**config.mk**
```make
export PLATFORM = sky130hd
export DESIGN_NAME = lru_key_value_cache_top_flat
export DESIGN_NICKNAME = d
export VERILOG_FILES = /design/src/design/lkv_pkg.sv /design/src/design/lkv_if.sv /design/src/design/lru_key_value_cache_top.sv /design/src/design/lkv_mem.sv /design/src/design/lkv_engine.sv /design/src/flat_wrapper.sv
export SDC_FILE = /design/constraint.sdc
export NUM_CORES = 2
export LEC_CHECK = 0
export BUFFER_PORTS_ARGS = -buffer_cell sky130_fd_sc_hd__buf_2
export CAP_MARGIN = 5
export CORE_ASPECT_RATIO = 1.2
export CORE_UTILIZATION = 28
export CTS_CLUSTER_DIAMETER = 30
export DETAILED_ROUTE_END_ITERATION = 6
export GPL_ROUTABILITY_DRIVEN = 1
export SLEW_MARGIN = 5
export SYNTH_ARGS = -nofsm -noshare
export SYNTH_HDL_FRONTEND = slang
export SYNTH_SLANG_ARGS = --single-unit
```
**constraint.sdc**
```tcl
create_clock -name clk -period 19.6 [get_ports clk]
set_input_delay 0 -clock clk [delete_from_list [all_inputs] [get_ports clk]]
set_output_delay 0 -clock clk [all_outputs]
set_load 0.03 [all_outputs]
```
**src/design/lkv_pkg.sv**
```systemverilog
// Shared constants and codes for the LRU key/value cache.
// No dependencies; lkv_if, the top level and lkv_engine use this package.
package lkv_pkg;

  localparam int DEPTH_DEF = 16;
  localparam int DATA_W    = 32;
  localparam int FUNC_W    = 1;
  localparam int STATUS_W  = 3;
  localparam int CAP_W     = 5;

  localparam logic [CAP_W-1:0] CAP_RESET = CAP_W'(16);

  localparam logic [FUNC_W-1:0] FN_GET = 1'b0;
  localparam logic [FUNC_W-1:0] FN_PUT = 1'b1;

  typedef enum logic [STATUS_W-1:0] {
    ST_HIT     = 3'd0,
    ST_MISS    = 3'd1,
    ST_INS     = 3'd2,
    ST_EVICT   = 3'd3,
    ST_PRESENT = 3'd4
  } status_t;

  localparam logic [DATA_W-1:0] MINUS_ONE = '1;

endpackage

```
**src/design/lkv_if.sv**
```systemverilog
// Valid/ready channel interfaces: request, response and capacity write.
// Depends on lkv_pkg for field widths.
interface lkv_req_if;
  logic                                valid;
  logic                                ready;
  logic        [lkv_pkg::FUNC_W-1:0]   func;
  logic signed [lkv_pkg::DATA_W-1:0]   key;
  logic signed [lkv_pkg::DATA_W-1:0]   value;
  modport source (output valid, func, key, value, input ready);
  modport sink   (input valid, func, key, value, output ready);
endinterface

interface lkv_rsp_if;
  logic                                valid;
  logic                                ready;
  logic        [lkv_pkg::STATUS_W-1:0] status;
  logic signed [lkv_pkg::DATA_W-1:0]   read_value;
  logic signed [lkv_pkg::DATA_W-1:0]   evicted_key;
  modport source (output valid, status, read_value, evicted_key, input ready);
  modport sink   (input valid, status, read_value, evicted_key, output ready);
endinterface

interface lkv_cfg_if;
  logic                             valid;
  logic                             ready;
  logic [lkv_pkg::CAP_W-1:0]        data;
  modport source (output valid, data, input ready);
  modport sink   (input valid, data, output ready);
endinterface

```
**src/design/lru_key_value_cache_top.sv**
```systemverilog
// LRU key/value cache: top level with the capacity register.
// Depends on lkv_pkg, lkv_if, lkv_engine and lkv_mem.
//
// Usage:
//   in_ch  : request channel (func get/put, key, value), valid/ready.
//   out_ch : response channel (status, read_value, evicted_key), one
//            response per request, held until taken.
//   cfg_ch : capacity write; always ready, takes effect on the next
//            request. Write it only while no request is in flight.
// Timing: a request walks all DEPTH entries of the entry memory once to
//   find a hit, the LRU victim and a free slot, and if the store changes
//   it walks them again to rewrite ages and the entry. A get hit or a put
//   that writes an entry takes both passes; a miss, a put of a present key,
//   or a put into an empty store at capacity zero (evicted at once) takes
//   the first pass only. No new request is accepted until the last one has
//   been handed to the output register. The single read port of the entry
//   memory is why each pass reads the entries one at a time.
// Stall: one finished response waits in the output register while the
//   next request is accepted and worked on; that request then holds in its
//   last step until the output register is free.
// Reset: rst_n low clears all valid bits, the occupancy and capacity=16.
module lru_key_value_cache_top #(
  parameter int DEPTH = lkv_pkg::DEPTH_DEF
) (
  input  logic clk,
  input  logic rst_n,
  lkv_req_if.sink   in_ch,
  lkv_rsp_if.source out_ch,
  lkv_cfg_if.sink   cfg_ch
);
  import lkv_pkg::*;

  logic [CAP_W-1:0] cap_r, cap_nxt;

  // capacity register; saturation to DEPTH happens in the engine
  assign cfg_ch.ready = 1'b1;
  assign cap_nxt      = cfg_ch.valid ? cfg_ch.data : cap_r;

  always_ff @(posedge clk) begin
    if (!rst_n) begin
      cap_r <= CAP_RESET;
    end else begin
      cap_r <= cap_nxt;
    end
  end

  lkv_engine #(.DEPTH(DEPTH)) u_engine (
    .clk    (clk),
    .rst_n  (rst_n),
    .cap_i  (cap_r),
    .in_ch  (in_ch),
    .out_ch (out_ch)
  );

endmodule

```
**src/design/lkv_mem.sv**
```systemverilog
// Simple dual-port entry memory, one write and one registered read port.
// No package dependency.
module lkv_mem #(
  parameter int DEPTH = 16,
  parameter int WIDTH = 68
) (
  input  logic                     clk,
  input  logic                     wr_en,
  input  logic [$clog2(DEPTH)-1:0] wr_addr,
  input  logic [WIDTH-1:0]         wr_data,
  input  logic                     rd_en,
  input  logic [$clog2(DEPTH)-1:0] rd_addr,
  output logic [WIDTH-1:0]         rd_data
);

  logic [WIDTH-1:0] mem [DEPTH];

  always_ff @(posedge clk) begin
    if (wr_en) begin
      mem[wr_addr] <= wr_data;
    end
    if (rd_en) begin
      rd_data <= mem[rd_addr];
    end
  end

endmodule

```
**src/design/lkv_engine.sv**
```systemverilog
// Lookup/update sequencer: scans the entry memory, then, if the store changes, rewrites ages and the entry.
// Depends on lkv_pkg, lkv_if and lkv_mem.
module lkv_engine #(
  parameter int DEPTH = lkv_pkg::DEPTH_DEF
) (
  input  logic                      clk,
  input  logic                      rst_n,
  input  logic [lkv_pkg::CAP_W-1:0] cap_i,
  lkv_req_if.sink                   in_ch,
  lkv_rsp_if.source                 out_ch
);
  import lkv_pkg::*;

  localparam int AW = $clog2(DEPTH);
  localparam int CW = $clog2(DEPTH + 1);
  localparam int EW = 2 * DATA_W + AW;   // {key, value, age}
  localparam logic [CW-1:0] DEPTH_C = CW'(DEPTH);

  typedef enum logic [1:0] {S_IDLE, S_SCAN, S_UPDT, S_DONE} state_t;
  typedef enum logic [1:0] {U_HIT, U_EVICT, U_INS} upd_t;

  state_t              state_r, state_nxt;
  upd_t                mode_r, mode_nxt;
  logic [FUNC_W-1:0]   func_r, func_nxt;
  logic [DATA_W-1:0]   key_r, key_nxt, val_r, val_nxt;
  logic [CW-1:0]       cnt_r, cnt_nxt, occ_r, occ_nxt;
  logic                pend_r, pend_nxt;
  logic [AW-1:0]       pidx_r, pidx_nxt;
  logic                hit_r, hit_nxt;
  logic [AW-1:0]       hit_age_r, hit_age_nxt;
  logic [DATA_W-1:0]   hit_val_r, hit_val_nxt;
  logic [AW-1:0]       hit_idx_r, hit_idx_nxt;
  logic                vic_r, vic_nxt;
  logic [AW-1:0]       vic_idx_r, vic_idx_nxt, vic_age_r, vic_age_nxt;
  logic [DATA_W-1:0]   vic_key_r, vic_key_nxt;
  logic                free_r, free_nxt;
  logic [AW-1:0]       free_idx_r, free_idx_nxt;
  logic [AW-1:0]       tgt_r, tgt_nxt;
  logic [DEPTH-1:0]    valid_r, valid_nxt;
  status_t             res_st_r, res_st_nxt;
  logic [DATA_W-1:0]   res_rv_r, res_rv_nxt, res_ek_r, res_ek_nxt;
  logic                out_valid_r, out_valid_nxt;
  status_t             out_st_r, out_st_nxt;
  logic [DATA_W-1:0]   out_rv_r, out_rv_nxt, out_ek_r, out_ek_nxt;

  logic                wr_en, rd_en;
  logic [AW-1:0]       wr_addr, rd_addr;
  logic [EW-1:0]       wr_data, rd_data;
  logic [DATA_W-1:0]   rd_key, rd_val;
  logic [AW-1:0]       rd_age;
  logic                rd_vld;
  logic [CW-1:0]       cap_eff;

  lkv_mem #(.DEPTH(DEPTH), .WIDTH(EW)) u_mem (
    .clk     (clk),
    .wr_en   (wr_en),
    .wr_addr (wr_addr),
    .wr_data (wr_data),
    .rd_en   (rd_en),
    .rd_addr (rd_addr),
    .rd_data (rd_data)
  );

  assign rd_key = rd_data[EW-1 -: DATA_W];
  assign rd_val = rd_data[AW +: DATA_W];
  assign rd_age = rd_data[AW-1:0];
  assign rd_vld = valid_r[pidx_r];
  assign cap_eff = (int'(cap_i) > DEPTH) ? DEPTH_C : CW'(cap_i);

  assign in_ch.ready        = (state_r == S_IDLE);
  assign out_ch.valid       = out_valid_r;
  assign out_ch.status      = out_st_r;
  assign out_ch.read_value  = out_rv_r;
  assign out_ch.evicted_key = out_ek_r;

  always_comb begin
    state_nxt = state_r;     mode_nxt = mode_r;       func_nxt = func_r;
    key_nxt = key_r;         val_nxt = val_r;         cnt_nxt = cnt_r;
    occ_nxt = occ_r;         pend_nxt = 1'b0;         pidx_nxt = pidx_r;
    hit_nxt = hit_r;         hit_age_nxt = hit_age_r; hit_val_nxt = hit_val_r;
    hit_idx_nxt = hit_idx_r; vic_nxt = vic_r;         vic_idx_nxt = vic_idx_r;
    vic_age_nxt = vic_age_r; vic_key_nxt = vic_key_r; free_nxt = free_r;
    free_idx_nxt = free_idx_r; tgt_nxt = tgt_r;       valid_nxt = valid_r;
    res_st_nxt = res_st_r;   res_rv_nxt = res_rv_r;   res_ek_nxt = res_ek_r;
    out_st_nxt = out_st_r;   out_rv_nxt = out_rv_r;   out_ek_nxt = out_ek_r;
    out_valid_nxt = out_valid_r && !out_ch.ready;
    rd_en   = 1'b0;
    rd_addr = cnt_r[AW-1:0];
    wr_en   = 1'b0;
    wr_addr = pidx_r;
    wr_data = '0;

    case (state_r)
      S_IDLE: begin
        if (in_ch.valid) begin
          func_nxt  = in_ch.func;
          key_nxt   = in_ch.key;
          val_nxt   = in_ch.value;
          cnt_nxt   = '0;
          hit_nxt   = 1'b0;
          vic_nxt   = 1'b0;
          free_nxt  = 1'b0;
          state_nxt = S_SCAN;
        end
      end

      S_SCAN: begin
        if (cnt_r != DEPTH_C) begin
          rd_en    = 1'b1;
          pend_nxt = 1'b1;
          pidx_nxt = cnt_r[AW-1:0];
          cnt_nxt  = cnt_r + CW'(1);
        end
        if (pend_r) begin
          if (rd_vld && rd_key == key_r && !hit_r) begin
            hit_nxt     = 1'b1;
            hit_idx_nxt = pidx_r;
            hit_age_nxt = rd_age;
            hit_val_nxt = rd_val;
          end
          if (rd_vld && (!vic_r || rd_age > vic_age_r)) begin
            vic_nxt     = 1'b1;
            vic_idx_nxt = pidx_r;
            vic_age_nxt = rd_age;
            vic_key_nxt = rd_key;
          end
          if (!rd_vld && !free_r) begin
            free_nxt     = 1'b1;
            free_idx_nxt = pidx_r;
          end
        end else if (cnt_r == DEPTH_C) begin
          // scan complete: classify the request
          cnt_nxt    = '0;
          res_rv_nxt = MINUS_ONE;
          res_ek_nxt = '0;
          state_nxt  = S_DONE;
          case (func_r)
            FN_GET: begin
              if (hit_r) begin
                res_st_nxt = ST_HIT;
                res_rv_nxt = hit_val_r;
                mode_nxt   = U_HIT;
                tgt_nxt    = hit_idx_r;
                state_nxt  = S_UPDT;
              end else begin
                res_st_nxt = ST_MISS;
              end
            end
            default: begin
              if (hit_r) begin
                res_st_nxt = ST_PRESENT;
              end else if (occ_r >= cap_eff) begin
                res_st_nxt = ST_EVICT;
                if (occ_r == '0) begin
                  res_ek_nxt = key_r;   // empty store, capacity zero
                end else begin
                  res_ek_nxt = vic_key_r;
                  mode_nxt   = U_EVICT;
                  tgt_nxt    = vic_idx_r;
                  state_nxt  = S_UPDT;
                end
              end else begin
                res_st_nxt = ST_INS;
                mode_nxt   = U_INS;
                tgt_nxt    = free_idx_r;
                state_nxt  = S_UPDT;
              end
            end
          endcase
        end
      end

      S_UPDT: begin
        if (cnt_r != DEPTH_C) begin
          rd_en    = 1'b1;
          pend_nxt = 1'b1;
          pidx_nxt = cnt_r[AW-1:0];
          cnt_nxt  = cnt_r + CW'(1);
        end
        if (pend_r) begin
          if (pidx_r == tgt_r) begin
            wr_en = 1'b1;
            if (mode_r == U_HIT) begin
              wr_data = {rd_key, rd_val, AW'(0)};
            end else begin
              wr_data = {key_r, val_r, AW'(0)};
            end
          end else if (rd_vld) begin
            wr_en = 1'b1;
            if (mode_r == U_HIT && rd_age >= hit_age_r) begin
              wr_data = rd_data;
            end else begin
              wr_data = {rd_key, rd_val, rd_age + AW'(1)};
            end
          end
        end else if (cnt_r == DEPTH_C) begin
          if (mode_r == U_INS) begin
            valid_nxt[tgt_r] = 1'b1;
            occ_nxt          = occ_r + CW'(1);
          end
          state_nxt = S_DONE;
        end
      end

      S_DONE: begin
        if (!out_valid_r || out_ch.ready) begin
          out_valid_nxt = 1'b1;
          out_st_nxt    = res_st_r;
          out_rv_nxt    = res_rv_r;
          out_ek_nxt    = res_ek_r;
          state_nxt     = S_IDLE;
        end
      end

      default: state_nxt = S_IDLE;
    endcase
  end

  always_ff @(posedge clk) begin
    if (!rst_n) begin
      state_r     <= S_IDLE;
      pend_r      <= 1'b0;
      occ_r       <= '0;
      valid_r     <= '0;
      out_valid_r <= 1'b0;
      cnt_r       <= '0;
    end else begin
      state_r     <= state_nxt;
      pend_r      <= pend_nxt;
      occ_r       <= occ_nxt;
      valid_r     <= valid_nxt;
      out_valid_r <= out_valid_nxt;
      cnt_r       <= cnt_nxt;
    end
    mode_r     <= mode_nxt;     func_r     <= func_nxt;    key_r      <= key_nxt;
    val_r      <= val_nxt;      pidx_r     <= pidx_nxt;    hit_r      <= hit_nxt;
    hit_age_r  <= hit_age_nxt;  hit_val_r  <= hit_val_nxt; hit_idx_r  <= hit_idx_nxt;
    vic_r      <= vic_nxt;      vic_idx_r  <= vic_idx_nxt; vic_age_r  <= vic_age_nxt;
    vic_key_r  <= vic_key_nxt;  free_r     <= free_nxt;    free_idx_r <= free_idx_nxt;
    tgt_r      <= tgt_nxt;      res_st_r   <= res_st_nxt;  res_rv_r   <= res_rv_nxt;
    res_ek_r   <= res_ek_nxt;   out_st_r   <= out_st_nxt;  out_rv_r   <= out_rv_nxt;
    out_ek_r   <= out_ek_nxt;
  end

`ifndef SYNTHESIS
  a_occ_matches_valid: assert property (@(posedge clk) disable iff (!rst_n)
    $countones(valid_r) == int'(occ_r))
    else $error("occupancy out of step with valid bits");

  a_no_rw_collision: assert property (@(posedge clk) disable iff (!rst_n)
    (wr_en && rd_en) |-> (wr_addr != rd_addr))
    else $error("read and write of the same entry in one cycle");

  a_mem_idle_outside_pass: assert property (@(posedge clk) disable iff (!rst_n)
    (state_r == S_IDLE || state_r == S_DONE) |-> (!wr_en && !rd_en))
    else $error("memory access outside a scan or update pass");

  a_result_after_done: assert property (@(posedge clk) disable iff (!rst_n)
    $rose(out_valid_r) |-> $past(state_r == S_DONE))
    else $error("response raised without a finished request");
`endif

endmodule
```
**src/flat_wrapper.sv**
```systemverilog
// flat-port wrapper written by rule: the top's interface ports become plain ports
module lru_key_value_cache_top_flat import lkv_pkg::*;
#(
  parameter int DEPTH = lkv_pkg::DEPTH_DEF
)
  (clk, rst_n, in_ch_valid, in_ch_func, in_ch_key, in_ch_value, in_ch_ready, out_ch_valid, out_ch_status, out_ch_read_value, out_ch_evicted_key, out_ch_ready, cfg_ch_valid, cfg_ch_data, cfg_ch_ready);
  lkv_req_if in_ch_i ();
  lkv_rsp_if out_ch_i ();
  lkv_cfg_if cfg_ch_i ();
  input  logic clk;
  input  logic rst_n;
  input wire logic [$bits(in_ch_i.valid)-1:0] in_ch_valid;
  input wire logic [$bits(in_ch_i.func)-1:0] in_ch_func;
  input wire logic [$bits(in_ch_i.key)-1:0] in_ch_key;
  input wire logic [$bits(in_ch_i.value)-1:0] in_ch_value;
  output wire logic [$bits(in_ch_i.ready)-1:0] in_ch_ready;
  output wire logic [$bits(out_ch_i.valid)-1:0] out_ch_valid;
  output wire logic [$bits(out_ch_i.status)-1:0] out_ch_status;
  output wire logic [$bits(out_ch_i.read_value)-1:0] out_ch_read_value;
  output wire logic [$bits(out_ch_i.evicted_key)-1:0] out_ch_evicted_key;
  input wire logic [$bits(out_ch_i.ready)-1:0] out_ch_ready;
  input wire logic [$bits(cfg_ch_i.valid)-1:0] cfg_ch_valid;
  input wire logic [$bits(cfg_ch_i.data)-1:0] cfg_ch_data;
  output wire logic [$bits(cfg_ch_i.ready)-1:0] cfg_ch_ready;
  assign in_ch_i.valid = in_ch_valid;
  assign in_ch_i.func = in_ch_func;
  assign in_ch_i.key = in_ch_key;
  assign in_ch_i.value = in_ch_value;
  assign in_ch_ready = in_ch_i.ready;
  assign out_ch_valid = out_ch_i.valid;
  assign out_ch_status = out_ch_i.status;
  assign out_ch_read_value = out_ch_i.read_value;
  assign out_ch_evicted_key = out_ch_i.evicted_key;
  assign out_ch_i.ready = out_ch_ready;
  assign cfg_ch_i.valid = cfg_ch_valid;
  assign cfg_ch_i.data = cfg_ch_data;
  assign cfg_ch_ready = cfg_ch_i.ready;
  lru_key_value_cache_top #(.DEPTH(DEPTH)) u_core (.clk(clk), .rst_n(rst_n), .in_ch(in_ch_i), .out_ch(out_ch_i), .cfg_ch(cfg_ch_i));
endmodule
```
==> reports/results.txt <==
GRT overflow: 0
CP cell instances: buf_12 > buf_4 > mux4_2 > mux4_2
Setup CP Type: register to register
Initial Utilization: 0.283
Post-Syn Area: 56200 um^2
IO buf count: 143
Clk sinks: 1487
Core area: 199000 um^2
Fraction of layout cells with a size suffix above 1: 0.330
Synth top area share: 0.776
Number of enable flip-flop cells after synthesis: 1452
Global-route wire length before repair: 200 mm
Max Freq: 245 MHz
R2R Setup Slk: 15520 ps
Post-Place Cells: 5147
Clock Tree Buf Depth: 4
Commonest non-fill, non-tap cell in the layout: edfxtp_1
Initial antenna violation count: 9
Startpoint Class: register
Total GRT Usage: 0.137
Fin crit share: 0.208
CTS Buf Count: 304
Leak: 25.9 nW
# Max-Cap Violations: 0
Peak supply drop: 0.0965 mV
Postcts setup bufs: 0
Setup-failing EPs final: 0
CTS Hold Bufs: 156
Routability cong.: 0.734
Final hold viol count: 0
Vias/cell: 4.72
Number of placement rows: 179
CTS tree: built
Critical Path RT: 20180 ps
Synth top area cells: edfxtp_1, mux4_2, dfxtp_1
Pin count of the biggest net entering global routing: 145
Yosys Warn Count: 0
Prevailing post-synth register cell: edfxtp_1
DRC viols: 0
Crit path from: u_core.u_engine.cnt_r[0]
Hpwl dp: 71.1 mm
CTS resizes: 0
Worst skew pair latency: 890 ps
Crit. End Element: register
Syn nets: 2550
Area after DPL: 60200 um^2
Final WL: 140 mm
Yosys reg bits: 1487
Max Fanout on Critical Path: 106
Clk_skew: 71.3 ps
WP data arrival: 4660 ps
Slowest stage cell on the critical path: dfxtp_4
Mapped Cells: 2450
Design area: 71800 um^2
Crit path capture: u_core.u_engine.u_mem.rd_data[38]
Max-slew violation count: 0
Root buf cell: clkbuf_16
Power Dens Cells: 131 nW/um^2
Die width: 411 um
RSZ-0062 raised after global routing: false
Unique masters post-synth: 65
Antenna Nets Post-Route: 0
1st-pass router iterations: 7
CP max stage delay: 930 ps
Finished Layout Cells: 5845
Vias: 27600
Hold Crit Class: primary input to register
Asr flop ratio synth: 0
Most used cell, CP: mux4_2
CTS clk-pin slew, worst paths: 50 ps
Die ar.: 202000 um^2
Cell taking the most area after synthesis: edfxtp_1
Final min period: 4080 ps
Seq/Total Area, Yosys: 0.788
P&R area growth vs syn: 27.9%
Reg2reg end: u_core.u_engine.u_mem.rd_data[38]
Vias in the first global route: 28800
Measured slew at the worst slew-check pin: 1250 ps
Reg-to-Reg Start: u_core.u_engine.cnt_r[0]
Fillers: 18100
Worst rel slew slack: 0.160
DR iter-0 viols: 2683
Worst-case reg-to-reg path depth: 4
CTS H-tree depth: 5
Status: finished, final reports clean
I/O pin count: 145
Setup TNS Final: 0 ps
Most frequent cells in the layout: edfxtp_1, mux4_2, clkbuf_16
Final nets: 3086
Post-Syn Area per Cell: 22.9 um^2
Die H: 493 um
WL per Instance: 23.9 um
## flip-flops by register name, summed over array words and instances (netlist names), 5 cells and up
register                            count
u_core.u_engine.u_mem.mem            1088
u_core.u_engine.u_mem.rd_data          68
u_core.u_engine.hit_val_r              32
u_core.u_engine.key_r                  32
u_core.u_engine.out_ch.evicted_key     32
u_core.u_engine.out_ch.read_value      32
u_core.u_engine.res_ek_r               32
u_core.u_engine.res_rv_r               32
u_core.u_engine.val_r                  32
u_core.u_engine.vic_key_r              32
u_core.u_engine.valid_r                16
u_core.cap_r                            5
u_core.u_engine.cnt_r                   5
u_core.u_engine.occ_r                   5
## how the worst min path moves through the flow
stage | startpoint | depth (start not counted) | slack, ps | endpoint
after floorplan | in_ch_func | 0 | 100 | u_core.u_engine.func_r
after global placement | in_ch_key[1] | 1 | 180 | u_core.u_engine.key_r[1]
after detailed placement | in_ch_value[22] | 1 | 180 | u_core.u_engine.val_r[22]
after CTS | rst_n | 3 | 170 | u_core.u_engine.valid_r[13]
after global routing | rst_n | 3 | 230 | u_core.u_engine.cnt_r[4]
final | rst_n | 3 | 230 | u_core.u_engine.valid_r[13]
## cell type report
cell class | count | area [um^2] | share of cell area
clock inverter | 192 | 2110 | 0.0294
antenna | 4 | 10.0 | 0.000139
inverter | 32 | 123 | 0.00171
sequential | 1487 | 44300 | 0.617
clock buffer | 345 | 7960 | 0.111
tap | 2624 | 3280 | 0.0457
multi-input combinational | 804 | 11300 | 0.157
timing repair buffer | 357 | 2740 | 0.0381
## critical path, delay by kind of cell (launching register included)
kind,cells,cell delay [ps]
flip-flops,1,930
multiplexers,2,1090
buffers and inverters,2,1600
## Yosys cell counts, types with 17 or more instances
master    number
a22o_1        60
buf_2         37
clkbuf_1      73
dfxtp_1       35
edfxtp_1    1452
ha_1          25
inv_1         32
mux2i_1       40
mux4_2       340
nand2_1       19
nand2b_1      36
nor2_1        17
nor2b_1       30
nor3_1        51
xnor2_1       24
## kinds of logic (layout without fill, tap and decap cells)
family	count (synthesis)	in the layout	share of synthesized area
AOI/OAI and AO/OA	137	137	0.0190
xor gates and xnor gates	39	39	0.00608
adders and majority gates	25	25	0.00557
buffers and inverters	159	926	0.0133
DFF	1487	1487	0.788
muxes	385	385	0.146
other	1	5	0.0000667
and+or+nand+nor	217	217	0.0220
## power by group
group	switching [mW]	internal (mW)
sequential	0.172	3.67
combinational	0.388	0.191
clock	1.66	3.37
total	2.21	7.23
## routing by layer
| layer | wire [um] | global-route usage |
|---|---|---|
| met2 | 65700 | 0.212 |
| met5 | 23 | 0 |
| met4 | 2360 | 0.0381 |
| met1 | 60200 | 0.188 |
| met3 | 11400 | 0.0358 |
## per-stage QoR
| stage | total power, mW | setup slack (ps) | hold slack (ps) | util |
|---|---|---|---|---|
| global route | 9.74 | 15150 | 230 | 0.361 |
| finish | 9.45 | 15520 | 231 | 0.361 |
| floorplan | 4.18 | 11080 | 98.9 | - |
| global placement | 4.46 | 15400 | 178 | 0.303 |
| CTS | 9.54 | 15340 | 169 | 0.361 |
| detailed placement | 4.46 | 15400 | 179 | 0.303 |
(Power assumes the default switching activity.)
